**src/design/bslp_pkg.sv**
```systemverilog
// shared types, codes and helpers for the scan line parser
package bslp_pkg;

    localparam int PREFIX_LEN        = 8;
    localparam int DEF_MAX_PAYLOAD   = 31;
    localparam int COUNT_W           = 5;
    localparam int ADDR_W            = 48;
    localparam int RSSI_W            = 10;
    localparam int STRENGTH_W        = 11;
    localparam logic [RSSI_W-1:0] RSSI_LIMIT = 10'd999;

    localparam logic [7:0] CH_COMMA  = 8'h2C;
    localparam logic [7:0] CH_ZERO   = 8'h30;
    localparam logic [7:0] CH_NINE   = 8'h39;

    localparam logic [2:0] F_ADDR    = 3'd0;
    localparam logic [2:0] F_RSSI    = 3'd1;
    localparam logic [2:0] F_ADV     = 3'd2;
    localparam logic [2:0] F_RSP     = 3'd3;
    localparam logic [2:0] F_KIND    = 3'd4;
    localparam logic [2:0] F_DONE    = 3'd5;

    localparam logic [1:0] PH_LENGTH    = 2'd0;
    localparam logic [1:0] PH_TYPE      = 2'd1;
    localparam logic [1:0] PH_UUID_LOW  = 2'd2;
    localparam logic [1:0] PH_UUID_HIGH = 2'd3;

    localparam logic CFG_PREFIX = 1'b0;
    localparam logic CFG_WANTED = 1'b1;

    typedef struct packed {
        logic [1:0]  phase;
        logic [7:0]  remaining;
        logic        found;
        logic [15:0] uuid;
    } t_walk;

    typedef struct packed {
        logic                  is_scan_line;
        logic                  service_found;
        logic [15:0]           service_uuid;
        logic [ADDR_W-1:0]     device_address;
        logic [STRENGTH_W-1:0] signal_strength;
        logic [3:0]            address_kind;
        logic [COUNT_W-1:0]    adv_byte_count;
        logic [COUNT_W-1:0]    rsp_byte_count;
    } t_result;

    // bit 4 flags a hex digit, bits 3:0 hold its value
    function automatic logic [4:0] hex_decode(input logic [7:0] c);
        logic [4:0] r;
        r = 5'd0;
        if (c >= 8'h30 && c <= 8'h39) begin
            r = {1'b1, 4'(c - 8'h30)};
        end else if (c >= 8'h61 && c <= 8'h66) begin
            r = {1'b1, 4'(c - 8'h57)};
        end else if (c >= 8'h41 && c <= 8'h46) begin
            r = {1'b1, 4'(c - 8'h37)};
        end
        return r;
    endfunction

endpackage

```
**src/design/bslp_walk.sv**
```systemverilog
// advertising record walker: next walk state for one decoded byte
module bslp_walk
    import bslp_pkg::*;
(
    input  logic       i_en,
    input  logic [7:0] i_byte,
    input  logic [7:0] i_wanted,
    input  t_walk      i_cur,
    output t_walk      o_nxt
);

    always_comb begin
        o_nxt = i_cur;
        if (i_en && !i_cur.found) begin
            unique case (i_cur.phase)
                PH_LENGTH: begin
                    if (i_cur.remaining != 8'd0) begin
                        o_nxt.remaining = i_cur.remaining - 8'd1;
                    end else if (i_byte != 8'd0) begin
                        o_nxt.remaining = i_byte - 8'd1;
                        o_nxt.phase     = PH_TYPE;
                    end
                end
                PH_TYPE: begin
                    if (i_byte == i_wanted && i_cur.remaining >= 8'd2) begin
                        o_nxt.phase = PH_UUID_LOW;
                    end else begin
                        o_nxt.phase = PH_LENGTH;
                    end
                end
                PH_UUID_LOW: begin
                    o_nxt.uuid      = {8'd0, i_byte};
                    o_nxt.remaining = i_cur.remaining - 8'd1;
                    o_nxt.phase     = PH_UUID_HIGH;
                end
                PH_UUID_HIGH: begin
                    o_nxt.uuid      = {i_byte, i_cur.uuid[7:0]};
                    o_nxt.remaining = i_cur.remaining - 8'd1;
                    o_nxt.found     = 1'b1;
                    o_nxt.phase     = PH_LENGTH;
                end
                default: o_nxt = i_cur;
            endcase
        end
    end

endmodule

```
**src/design/bslp_parse.sv**
```systemverilog
// line state registers and per-character update, result composition
module bslp_parse
    import bslp_pkg::*;
#(
    parameter int MAX_PAYLOAD_BYTES = DEF_MAX_PAYLOAD
) (
    input  logic        i_clk,
    input  logic        i_rst_n,
    input  logic        i_step,
    input  logic        i_end,
    input  logic [7:0]  i_char,
    input  logic [63:0] i_prefix,
    input  logic [7:0]  i_wanted,
    output t_result     o_result
);

    localparam logic [COUNT_W-1:0] COUNT_LIMIT =
        COUNT_W'((MAX_PAYLOAD_BYTES > 31) ? 31 : MAX_PAYLOAD_BYTES);

    logic [3:0]          r_prefix_pos, n_prefix_pos;
    logic                r_mismatch, n_mismatch;
    logic [2:0]          r_field, n_field;
    logic [ADDR_W-1:0]   r_addr, n_addr;
    logic [RSSI_W-1:0]   r_rssi, n_rssi;
    logic [3:0]          r_high, n_high;
    logic                r_pending, n_pending;
    logic [COUNT_W-1:0]  r_adv, n_adv;
    logic [COUNT_W-1:0]  r_rsp, n_rsp;
    t_walk               r_walk, w_walk_nxt;
    logic [3:0]          r_kind, n_kind;

    logic [5:0]  w_sel;
    logic [7:0]  w_want;
    logic [4:0]  w_hex;
    logic        w_dec;
    logic [3:0]  w_dig;
    logic [13:0] w_rssi_sum;
    logic [7:0]  w_byte;
    logic        w_walk_en;
    logic        w_scan;

    assign w_sel      = {3'd7 - r_prefix_pos[2:0], 3'b000};
    assign w_want     = i_prefix[w_sel +: 8];
    assign w_hex      = hex_decode(i_char);
    assign w_dec      = (i_char >= CH_ZERO) && (i_char <= CH_NINE);
    assign w_dig      = 4'(i_char - CH_ZERO);
    assign w_rssi_sum = 14'(r_rssi) * 14'd10 + 14'(w_dig);
    assign w_byte     = {r_high, w_hex[3:0]};

    always_comb begin
        n_prefix_pos = r_prefix_pos;
        n_mismatch   = r_mismatch;
        n_field      = r_field;
        n_addr       = r_addr;
        n_rssi       = r_rssi;
        n_high       = r_high;
        n_pending    = r_pending;
        n_adv        = r_adv;
        n_rsp        = r_rsp;
        n_kind       = r_kind;
        w_walk_en    = 1'b0;
        if (!r_prefix_pos[3]) begin
            n_mismatch   = r_mismatch | (i_char != w_want);
            n_prefix_pos = r_prefix_pos + 4'd1;
        end else if (!r_mismatch && r_field < F_DONE) begin
            if (r_field == F_KIND) begin
                n_kind  = w_dec ? w_dig : 4'd0;
                n_field = F_DONE;
            end else if (i_char == CH_COMMA) begin
                n_pending = 1'b0;
                n_high    = 4'd0;
                n_field   = r_field + 3'd1;
            end else if (r_field == F_RSSI) begin
                if (w_dec) begin
                    n_rssi = (w_rssi_sum > 14'(RSSI_LIMIT)) ? RSSI_LIMIT
                                                             : RSSI_W'(w_rssi_sum);
                end
            end else if (w_hex[4]) begin
                if (r_field == F_ADDR) begin
                    n_addr = {r_addr[ADDR_W-5:0], w_hex[3:0]};
                end else if (!r_pending) begin
                    n_high    = w_hex[3:0];
                    n_pending = 1'b1;
                end else begin
                    n_pending = 1'b0;
                    if (r_field == F_ADV) begin
                        if (r_adv < COUNT_LIMIT) begin
                            n_adv     = r_adv + 1'b1;
                            w_walk_en = 1'b1;
                        end
                    end else if (r_rsp < COUNT_LIMIT) begin
                        n_rsp = r_rsp + 1'b1;
                    end
                end
            end
        end
    end

    bslp_walk u_walk (
        .i_en     (w_walk_en),
        .i_byte   (w_byte),
        .i_wanted (i_wanted),
        .i_cur    (r_walk),
        .o_nxt    (w_walk_nxt)
    );

    always_ff @(posedge i_clk) begin
        if (!i_rst_n || (i_step && i_end)) begin
            r_prefix_pos <= 4'd0;
            r_mismatch   <= 1'b0;
            r_field      <= F_ADDR;
            r_addr       <= '0;
            r_rssi       <= '0;
            r_high       <= 4'd0;
            r_pending    <= 1'b0;
            r_adv        <= '0;
            r_rsp        <= '0;
            r_walk       <= '{phase: PH_LENGTH, remaining: 8'd0, found: 1'b0, uuid: 16'd0};
            r_kind       <= 4'd0;
        end else if (i_step) begin
            r_prefix_pos <= n_prefix_pos;
            r_mismatch   <= n_mismatch;
            r_field      <= n_field;
            r_addr       <= n_addr;
            r_rssi       <= n_rssi;
            r_high       <= n_high;
            r_pending    <= n_pending;
            r_adv        <= n_adv;
            r_rsp        <= n_rsp;
            r_walk       <= w_walk_nxt;
            r_kind       <= n_kind;
        end
    end

    assign w_scan = r_prefix_pos[3] && !r_mismatch;

    always_comb begin
        o_result = '0;
        if (w_scan) begin
            o_result.is_scan_line    = 1'b1;
            o_result.service_found   = r_walk.found;
            o_result.service_uuid    = r_walk.found ? r_walk.uuid : 16'd0;
            o_result.device_address  = r_addr;
            o_result.signal_strength = STRENGTH_W'(0) - STRENGTH_W'(r_rssi);
            o_result.address_kind    = r_kind;
            o_result.adv_byte_count  = r_adv;
            o_result.rsp_byte_count  = r_rsp;
        end
    end

endmodule

```
**src/design/ble_scan_line_parser.sv**
```systemverilog
// top level of the scan line parser: input register, parser, result register
// One character is taken per cycle. A character passes an input register, the
// parser updates the line state in the following cycle, and a line end passes
// the input register and then loads the result register, from which the result
// is offered. A line end stalls the input only while the result register still
// holds an untaken result. Configuration is written through its own channel,
// which is always ready; write it between lines.
module ble_scan_line_parser
    import bslp_pkg::*;
#(
    parameter int MAX_PAYLOAD_BYTES = DEF_MAX_PAYLOAD
) (
    input  logic        i_clk,
    input  logic        i_rst_n,
    input  logic        i_s_tvalid,
    output logic        o_s_tready,
    input  logic [7:0]  i_s_tdata,   // character
    input  logic        i_s_tlast,   // line_end
    output logic        o_m_tvalid,
    input  logic        i_m_tready,
    // service_found, service_uuid, device_address, signal_strength,
    // address_kind, adv_byte_count, rsp_byte_count, zero padding
    output logic [95:0] o_m_tdata,
    output logic        o_m_tuser,   // is_scan_line
    input  logic        i_cfg_valid,
    output logic        o_cfg_ready,
    input  logic        i_cfg_index,
    input  logic [63:0] i_cfg_data
);

    logic        r_in_valid;
    logic [7:0]  r_in_char;
    logic        r_in_end;
    logic        r_out_valid;
    t_result     r_out;
    logic [63:0] r_prefix;
    logic [7:0]  r_wanted;

    logic        w_out_free;
    logic        w_step;
    t_result     w_result;

    assign w_out_free  = !r_out_valid || i_m_tready;
    assign w_step      = r_in_valid && (!r_in_end || w_out_free);
    assign o_s_tready  = !r_in_valid || w_step;
    assign o_cfg_ready = 1'b1;

    always_ff @(posedge i_clk) begin
        if (!i_rst_n) begin
            r_prefix <= 64'd0;
            r_wanted <= 8'd3;
        end else if (i_cfg_valid) begin
            unique case (i_cfg_index)
                CFG_PREFIX: r_prefix <= i_cfg_data;
                CFG_WANTED: r_wanted <= i_cfg_data[7:0];
                default:    r_wanted <= r_wanted;
            endcase
        end
    end

    always_ff @(posedge i_clk) begin
        if (!i_rst_n) begin
            r_in_valid <= 1'b0;
        end else if (o_s_tready) begin
            r_in_valid <= i_s_tvalid;
        end
    end

    always_ff @(posedge i_clk) begin
        if (o_s_tready && i_s_tvalid) begin
            r_in_char <= i_s_tdata;
            r_in_end  <= i_s_tlast;
        end
    end

    bslp_parse #(
        .MAX_PAYLOAD_BYTES (MAX_PAYLOAD_BYTES)
    ) u_parse (
        .i_clk    (i_clk),
        .i_rst_n  (i_rst_n),
        .i_step   (w_step),
        .i_end    (r_in_end),
        .i_char   (r_in_char),
        .i_prefix (r_prefix),
        .i_wanted (r_wanted),
        .o_result (w_result)
    );

    always_ff @(posedge i_clk) begin
        if (!i_rst_n) begin
            r_out_valid <= 1'b0;
        end else if (w_step && r_in_end) begin
            r_out_valid <= 1'b1;
        end else if (i_m_tready) begin
            r_out_valid <= 1'b0;
        end
    end

    always_ff @(posedge i_clk) begin
        if (w_step && r_in_end) begin
            r_out <= w_result;
        end
    end

    assign o_m_tvalid = r_out_valid;
    assign o_m_tuser  = r_out.is_scan_line;
    assign o_m_tdata  = {6'd0, r_out.rsp_byte_count, r_out.adv_byte_count,
                         r_out.address_kind, r_out.signal_strength,
                         r_out.device_address, r_out.service_uuid,
                         r_out.service_found};

endmodule

```
**config.mk**
```make
export PLATFORM = sky130hd
export DESIGN_NAME = ble_scan_line_parser
export DESIGN_NICKNAME = d
export VERILOG_FILES = /design/src/design/bslp_pkg.sv /design/src/design/bslp_walk.sv /design/src/design/bslp_parse.sv /design/src/design/ble_scan_line_parser.sv
export SDC_FILE = /design/constraint.sdc
export NUM_CORES = 1
export LEC_CHECK = 0
export ABC_AREA = 1
export BUFFER_PORTS_ARGS = -buffer_cell sky130_fd_sc_hd__buf_2
export CORE_AREA = 2 2 170 172
export CTS_CLUSTER_DIAMETER = 120
export CTS_CLUSTER_SIZE = 30
export DETAILED_ROUTE_END_ITERATION = 7
export DIE_AREA = 0 0 172 174
export PLACE_DENSITY = 0.7
export SLEW_MARGIN = 25
export SYNTH_ARGS = -nofsm -noshare
export SYNTH_HDL_FRONTEND = slang
export SYNTH_HIERARCHICAL = 1
export SYNTH_SLANG_ARGS = --single-unit
```
**constraint.sdc**
```tcl
create_clock -name i_clk -period 4 [get_ports i_clk]
set_clock_uncertainty 0.2 [all_clocks]
set_input_delay 0.6 -clock i_clk [delete_from_list [all_inputs] [get_ports i_clk]]
set_output_delay 0.6 -clock i_clk [all_outputs]
set_load 0.005 [all_outputs]
```
# Word-level counts from Yosys, hierarchy flattened
# Cells that the tools add are included.
[classes]
mux = 39
multipliers = 1
add_sub_neg = 12
reduce_logical = 47
n_shift = 1
magnitude_cmp = 11
bitwise_logic = 9
n_eq_ne = 15
[op_table]
columns = ["operator", "n"]
rows = [
  ["$mux 91", 1],
  ["$shiftx 64x7->8", 1],
  ["$pmux 16 s2", 1],
  ["$mux 4", 7],
  ["$reduce_and 11->1", 2],
  ["$mux 10", 2],
  ["$reduce_and 4->1", 5],
  ["$mux 1", 17],
  ["$ge 8x7->1 const B", 2],
  ["$le 8x7->1 const B", 2],
  ["$mux 16", 1],
  ["$pmux 8 s2", 1],
  ["$reduce_and 8->1", 2],
  ["$reduce_bool 8->1", 2],
  ["$sub 8x1->8 const B", 2],
  ["$mux 5", 3],
  ["$add 14x4->14", 1],
  ["$gt 14x10->1 const B", 1],
  ["$reduce_and 7->1", 2],
  ["$mul 10x3->13 const B", 1],
  ["$sub 1x10->11 const A", 1],
  ["$add 5x1->5 const B", 2],
  ["$logic_and 1x1->1", 10],
  ["$lt 5x5->1 const B", 2],
  ["other kinds (34)", 64],
]
[totals]
input_bits = 79
register_bits = 286
wordCells = 165
out_inout_bits = 100

# Depth between registers and ports, before layout
[depth]
depth_word = 13
mapped_depth = 21
mapped_depth_nobuf = 20

# Modules after synthesis
# Netlist, hierarchy kept.
[by_module_without_submodules]
columns = ["mod", "seq_area_each_um2", "area_per_inst_um2", "cells_per_inst", "n_inst"]
rows = [
  ["bslp_parse", 2242.2, 6959.2, 1091, 1],
  ["ble_scan_line_parser", 4484.3, 5700.5, 442, 1],
  ["bslp_walk", 0.0, 1144.8, 218, 1],
]

# Worst setup path before layout
# No wires, ideal clock.
[synth_timing]
path_kind = "input-to-reg"
from = "in i_m_tready"
to = "reg r_out, in the netlist o_m_tdata[0], enable pin"
arrival_ns = 2.541
path_slack_ns = 0.814
path_stages = 4
path_buffers = 0
cell_sequence = "inv_1 > nand2_1 > nand3_1 > inv_1"
[synth_via]
elab_chain_len = 4
[synth_lines]
columns = ["item", "line_no", "source"]
rows = [
  ["from (decl)", "ble_scan_line_parser.sv:20", "input logic i_m_tready,"],
  ["$logic_or 1x1->1", "ble_scan_line_parser.sv:43", "assign w_out_free = !r_out_valid || i_m_tready;"],
  ["$logic_or 1x1->1", "ble_scan_line_parser.sv:44", "assign w_step = r_in_valid && (!r_in_end || w_out_free);"],
  ["$logic_and 1x1->1", "ble_scan_line_parser.sv:44", ""],
  ["$logic_and 1x1->1", "ble_scan_line_parser.sv:100", "if (w_step && r_in_end) begin"],
  ["to (signal assigned)", "ble_scan_line_parser.sv:101", "r_out <= w_result;"],
  ["to (decl)", "ble_scan_line_parser.sv:35", "t_result r_out;"],
]
# Every way passes these cells.
# A chain may end at the register's enable or synchronous reset.

# Final worst setup path
[layout_timing]
from = "reg r_in_char[1]"
to = "reg u_parse/r_walk[17] (netlist bit)"
[layout_via]
word_cells_on_any_way = 30
[layout_rtl]
columns = ["item", "line_no", "source"]
rows = [
  ["from (decl)", "ble_scan_line_parser.sv:32", "logic [7:0] r_in_char;"],
  ["from (signal assigned)", "ble_scan_line_parser.sv:71", "r_in_char <= i_s_tdata;"],
  ["$ge 8x7->1 / $le 8x7->1 (equally long branches)", "bslp_pkg.sv:57", "end else if (c >= 8'h41 && c <= 8'h46) begin"],
  ["$logic_and 1x1->1", "bslp_pkg.sv:57", ""],
  ["$mux 5", "bslp_pkg.sv:57", ""],
  ["$mux 5", "bslp_pkg.sv:55", "end else if (c >= 8'h61 && c <= 8'h66) begin"],
  ["$mux 5 *", "bslp_pkg.sv:53", "if (c >= 8'h30 && c <= 8'h39) begin"],
  ["net u_parse.w_hex[0]", "bslp_parse.sv:34", "logic [4:0] w_hex;"],
  ["$sub 8x1->8", "bslp_walk.sv:20", "o_nxt.remaining = i_byte - 8'd1;"],
  ["$mux 10", "bslp_walk.sv:19", "end else if (i_byte != 8'd0) begin"],
  ["$mux 8", "bslp_walk.sv:17", "if (i_cur.remaining != 8'd0) begin"],
  ["$pmux 8 s2", "bslp_walk.sv:15", "unique case (i_cur.phase)"],
  ["to (signal assigned)", "bslp_parse.sv:118", "r_walk <= '{phase: PH_LENGTH, remaining: 8'd0, found: 1'b0, uuid: 16'd0};"],
  ["to (signal assigned)", "bslp_parse.sv:130", "r_walk <= w_walk_nxt;"],
  ["to (decl)", "bslp_parse.sv:29", "t_walk r_walk, w_walk_nxt;"],
]
# The timed path passes the listed nets; every way through them passes the cells marked *. The select of a mux whose other input is x is not followed.

==> implementation parameters <==
Parameter                              Value

Run status
  Status    completed

Route
  Routed wire per std cell    13.9 um
  Total iterations of the first detailed-routing run    5
  Remaining design rule violation count    0
  Detailed-route vias per instance    5.08
  Via count    11500
  Remaining number of nets flagged by the antenna check after routing    0
  Iteration-0 DRC count of the detailed router    894
  Wire length after detailed routing    31.5 mm

Place
  Post-detail-place hpwl    22.7 mm
  Placer Congestion    0.890
  Input/output buffers    171

Global route
  Congestion Overflow GR    0
  GR Util met2    0.356
  Vias in the first global route    10800
  Tot GR Track Use    0.210
  Wire length of the first global-routing pass    51.9 mm
  M3 GR Usage    0.0255
  Maximum number of pins on one net before global-route repair    91
  Met1 capacity usage during global routing    0.288
  Antenna violations before repair    0
  Routing layer with the top usage in global route    met2

Flow run
  # Max-Cap Violations    0

Clock tree
  Deepest level of the CTS H-tree    1
  Clock insertion delay at the later pin of the skew report    0.49 ns
  Clock buffer depth    3
  Number of clock sinks    286
  Clock edge transition at the registers on the reported setup and hold paths    0.11 ns
  Hold buffer count at CTS    0
  TritonCTS clock tree    yes
  Number of CTS-inserted buffers    13
  Clock Tree Root    clkbuf_16

Min path
  Hold Path Class    input pin to flip-flop
  Startpoint of the most critical hold path    i_s_tdata[7]
  Worst-case hold path end point    r_in_char[7]
  Number of instances on the worst hold path    1

Worst setup path
  Kind of end point of the critical path    flip-flop
  Startpoint type of the worst setup path    flip-flop
  FF-to-FF Start    r_in_char[1]
  Worst EP required    4.15 ns
  Worst setup slack for register-to-register paths    0.40 ns
  Peak fanout along the critical path    8
  Reg2Reg Depth    19
  Arr. time, crit path    3.75 ns
  Beginning of the critical path    r_in_char[1]
  Type of the worst setup path    flip-flop to flip-flop
  Endpoint of the lowest-slack register-to-register path    u_parse/r_walk[17]

Synthesis
  Post-synthesis simple-gate area fraction    0.240
  Main combinational cell family by area after synthesis    simple AND/OR/NAND/NOR gates
  Cell types with the largest area share after synthesis    dfxtp_1 27%, edfxtp_1 22%, nor2_1 8.7%
  Post-Synthesis Cell Area    13800 um2
  Proportion of synthesized area in mux cells    0
  Share of the synthesized area in the top cell type    0.270
  Proportion of register bits with asynchronous set or reset after synthesis    0
  Top cell type by total area after synthesis    dfxtp_1
  Post-synthesis adder-cell area fraction    0.0355
  Yosys warning total    6
  Cell count after synthesis    1751
  Synthesized area divided by synthesized cell count    7.88 um2
  Dominant register cell in the synthesized netlist    dfxtp_1
  Sequential fraction of the synthesis area    0.487
  Synth cell count leaders    321 x nor2_1, 303 x nand2_1, 186 x dfxtp_1, 176 x inv_1, 127 x o21ai_0
  Library cells used by synthesis    47
  Compound-gate portion of the synthesized area    0.132
  Number of flip-flops and latches in the synthesized netlist    286
  EDFF count, synth    100
  Count leader, synth    nor2_1
  Share of the synthesized netlist area taken by xor and xnor gates    0.0146

STA
  Transition time of the tightest slew-check pin    1.02 ns
  Setup TNS    0 ns
  Number of endpoints failing setup at the final stage    0
  Max Clk Rate    278 MHz
  Number of endpoints with negative hold slack in the final report    0
  Final hold slack    0.0796 ns
  Part of the cycle the worst path needs    0.901
  Unrepaired setup endpoints after global routing    false
  Count of pins over their slew limit    0
  Max_slew headroom    0.322
  Min Clock Period, post-route    3.60 ns

Floorplan
  Placeable core area    28200 um2
  Top-level I/O count    179
  Die width    172 um
  Initial cell density of the core    0.489
  Die outline area    29900 um2
  Num rows    62
  Die span in y    174 um

Power
  Share of power burned in the clock network    0.298
  Share of total power in sequential cells    0.617
  Power density normalized to cell area    334 nW/um2
  Peak VDD IR    0.000257 V
  Net switching power    1.20 mW
  Switching portion of total power    0.238
  Portion of total power attributed to combinational logic    0.085
  Internal power    3.86 mW
  Cell leakage power    6.12 nW

Final layout
  Flip-flop and latch area    6730 um2
  Layout Nets    1991
  Share of final-layout standard cells stronger than drive strength 1    0.147
  Area grow syn2layout    9.84%
  Area taken by multi-input logic gates    5860 um2
  Number of fill cells    2771
## power groups by stage
stage / sequential (mW) / combinational, mW / clock [mW]
global placement: 3.19 / 0.425 / 0
CTS: 3.12 / 0.431 / 1.55
floorplan: 3.18 / 0.297 / 0
finish: 3.12 / 0.430 / 1.51
global route: 3.13 / 0.488 / 1.64
detailed placement: 3.19 / 0.429 / 0
## worst max-delay path, cell delays in order, from the launching register on
cell      delay [ns]
edfxtp_1        0.52
inv_1           0.20
ha_1            0.20
inv_1           0.05
nand3_1         0.07
and3_1          0.34
inv_1           0.16
o21ai_0         0.50
clkinv_1        0.22
ha_1            0.29
nand2_1         0.14
nor2_4          0.07
nand2_4         0.12
nand2_1         0.06
nand3_1         0.06
nand2_1         0.05
nand2_1         0.06
nand2_1         0.05
nand2_1         0.06
a21oi_1         0.06
## how the worst max path moves through the flow
| stage | end | slack, ns | cells after the start |
|---|---|---|---|
| after global routing | u_parse/r_walk[17] | 0.06 | 19 |
| after global placement | u_parse/r_walk[17] | 0.58 | 19 |
| after CTS | u_parse/r_walk[22] | 0.31 | 18 |
| after detailed placement | u_parse/r_walk[22] | 0.34 | 18 |
| after floorplan | o_m_tdata[0] | 0.81 | 4 |
| final | u_parse/r_walk[17] | 0.40 | 19 |
## state kept, by name (all words and copies together) (netlist names), 3 cells and up
register,flops
o_m_tdata,90
r_in_char,8
r_prefix,64
r_wanted,8
u_parse/r_addr,48
u_parse/r_adv,5
u_parse/r_field,3
u_parse/r_high,4
u_parse/r_kind,4
u_parse/r_prefix_pos,4
u_parse/r_rsp,5
u_parse/r_rssi,10
u_parse/r_walk,27
## placed cells by master (no fill, tap or decap), types with 7 or more instances in the layout
cell and instances:
dfxtp_1 186, nand4_1 12, nand2_1 302, buf_2 171
ha_1 36, o21ai_1 63, xnor2_1 8, conb_1 7
nor3_1 11, edfxtp_1 100, buf_4 16, nor2_2 7
inv_2 12, o21ai_2 18, nor2_1 321, a21oi_1 118
o21ai_0 126, nand3_1 86, inv_1 175, nand2_2 14
clkbuf_16 13, xor2_1 15
## cells by family after synthesis
logic type | count (synthesis)
buf+inv | 279
other cells | 2
fa+ha+maj | 38
simple gates | 781
compound gates | 342
xor+xnor | 23
flops | 286
## routing by layer
layer,vias up,wire length [um]
li1,5876,-
met1,5285,14400
met2,302,14800
met4,0,588
met3,36,1690
met5,-,0
## area by class of cell
cell class / count / share of cell area
Clock inverter: 1 / 0.00107
Multi-Input combinational cell: 1191 / 0.386
Timing Repair Buffer: 188 / 0.0657
Clock buffer: 19 / 0.0229
Sequential cell: 286 / 0.444
Antenna cell: 1 / 0.000165
Inverter: 194 / 0.0485
Tap cell: 384 / 0.0317
## what timing repair did
| item | 4_1_cts | 5_1_grt |
|---|---|---|
| setup endpoints to repair | 0 | 4 |
| buffers inserted | 0 | 0 |
| gates resized for setup | 0 | 1 |
| endpoints found under the hold margin | 0 | 0 |
## metrics by stage
| stage | total power, mW | instances | utilization | worst slack, ns | cell area (um2) |
|---|---|---|---|---|---|
| after floorplan | 3.48 | 1756 | - | 0.814 | 13800 |
| after global placement | 3.61 | 2243 | 0.524 | 0.578 | 14800 |
| after detailed placement | 3.62 | 2243 | 0.524 | 0.343 | 14800 |
| after CTS | 5.10 | 2263 | 0.537 | 0.310 | 15200 |
| after global routing | 5.26 | 2263 | 0.537 | 0.0635 | 15200 |
| final | 5.06 | 2264 | 0.537 | 0.397 | 15200 |
Power figures use the tool's default switching activity.
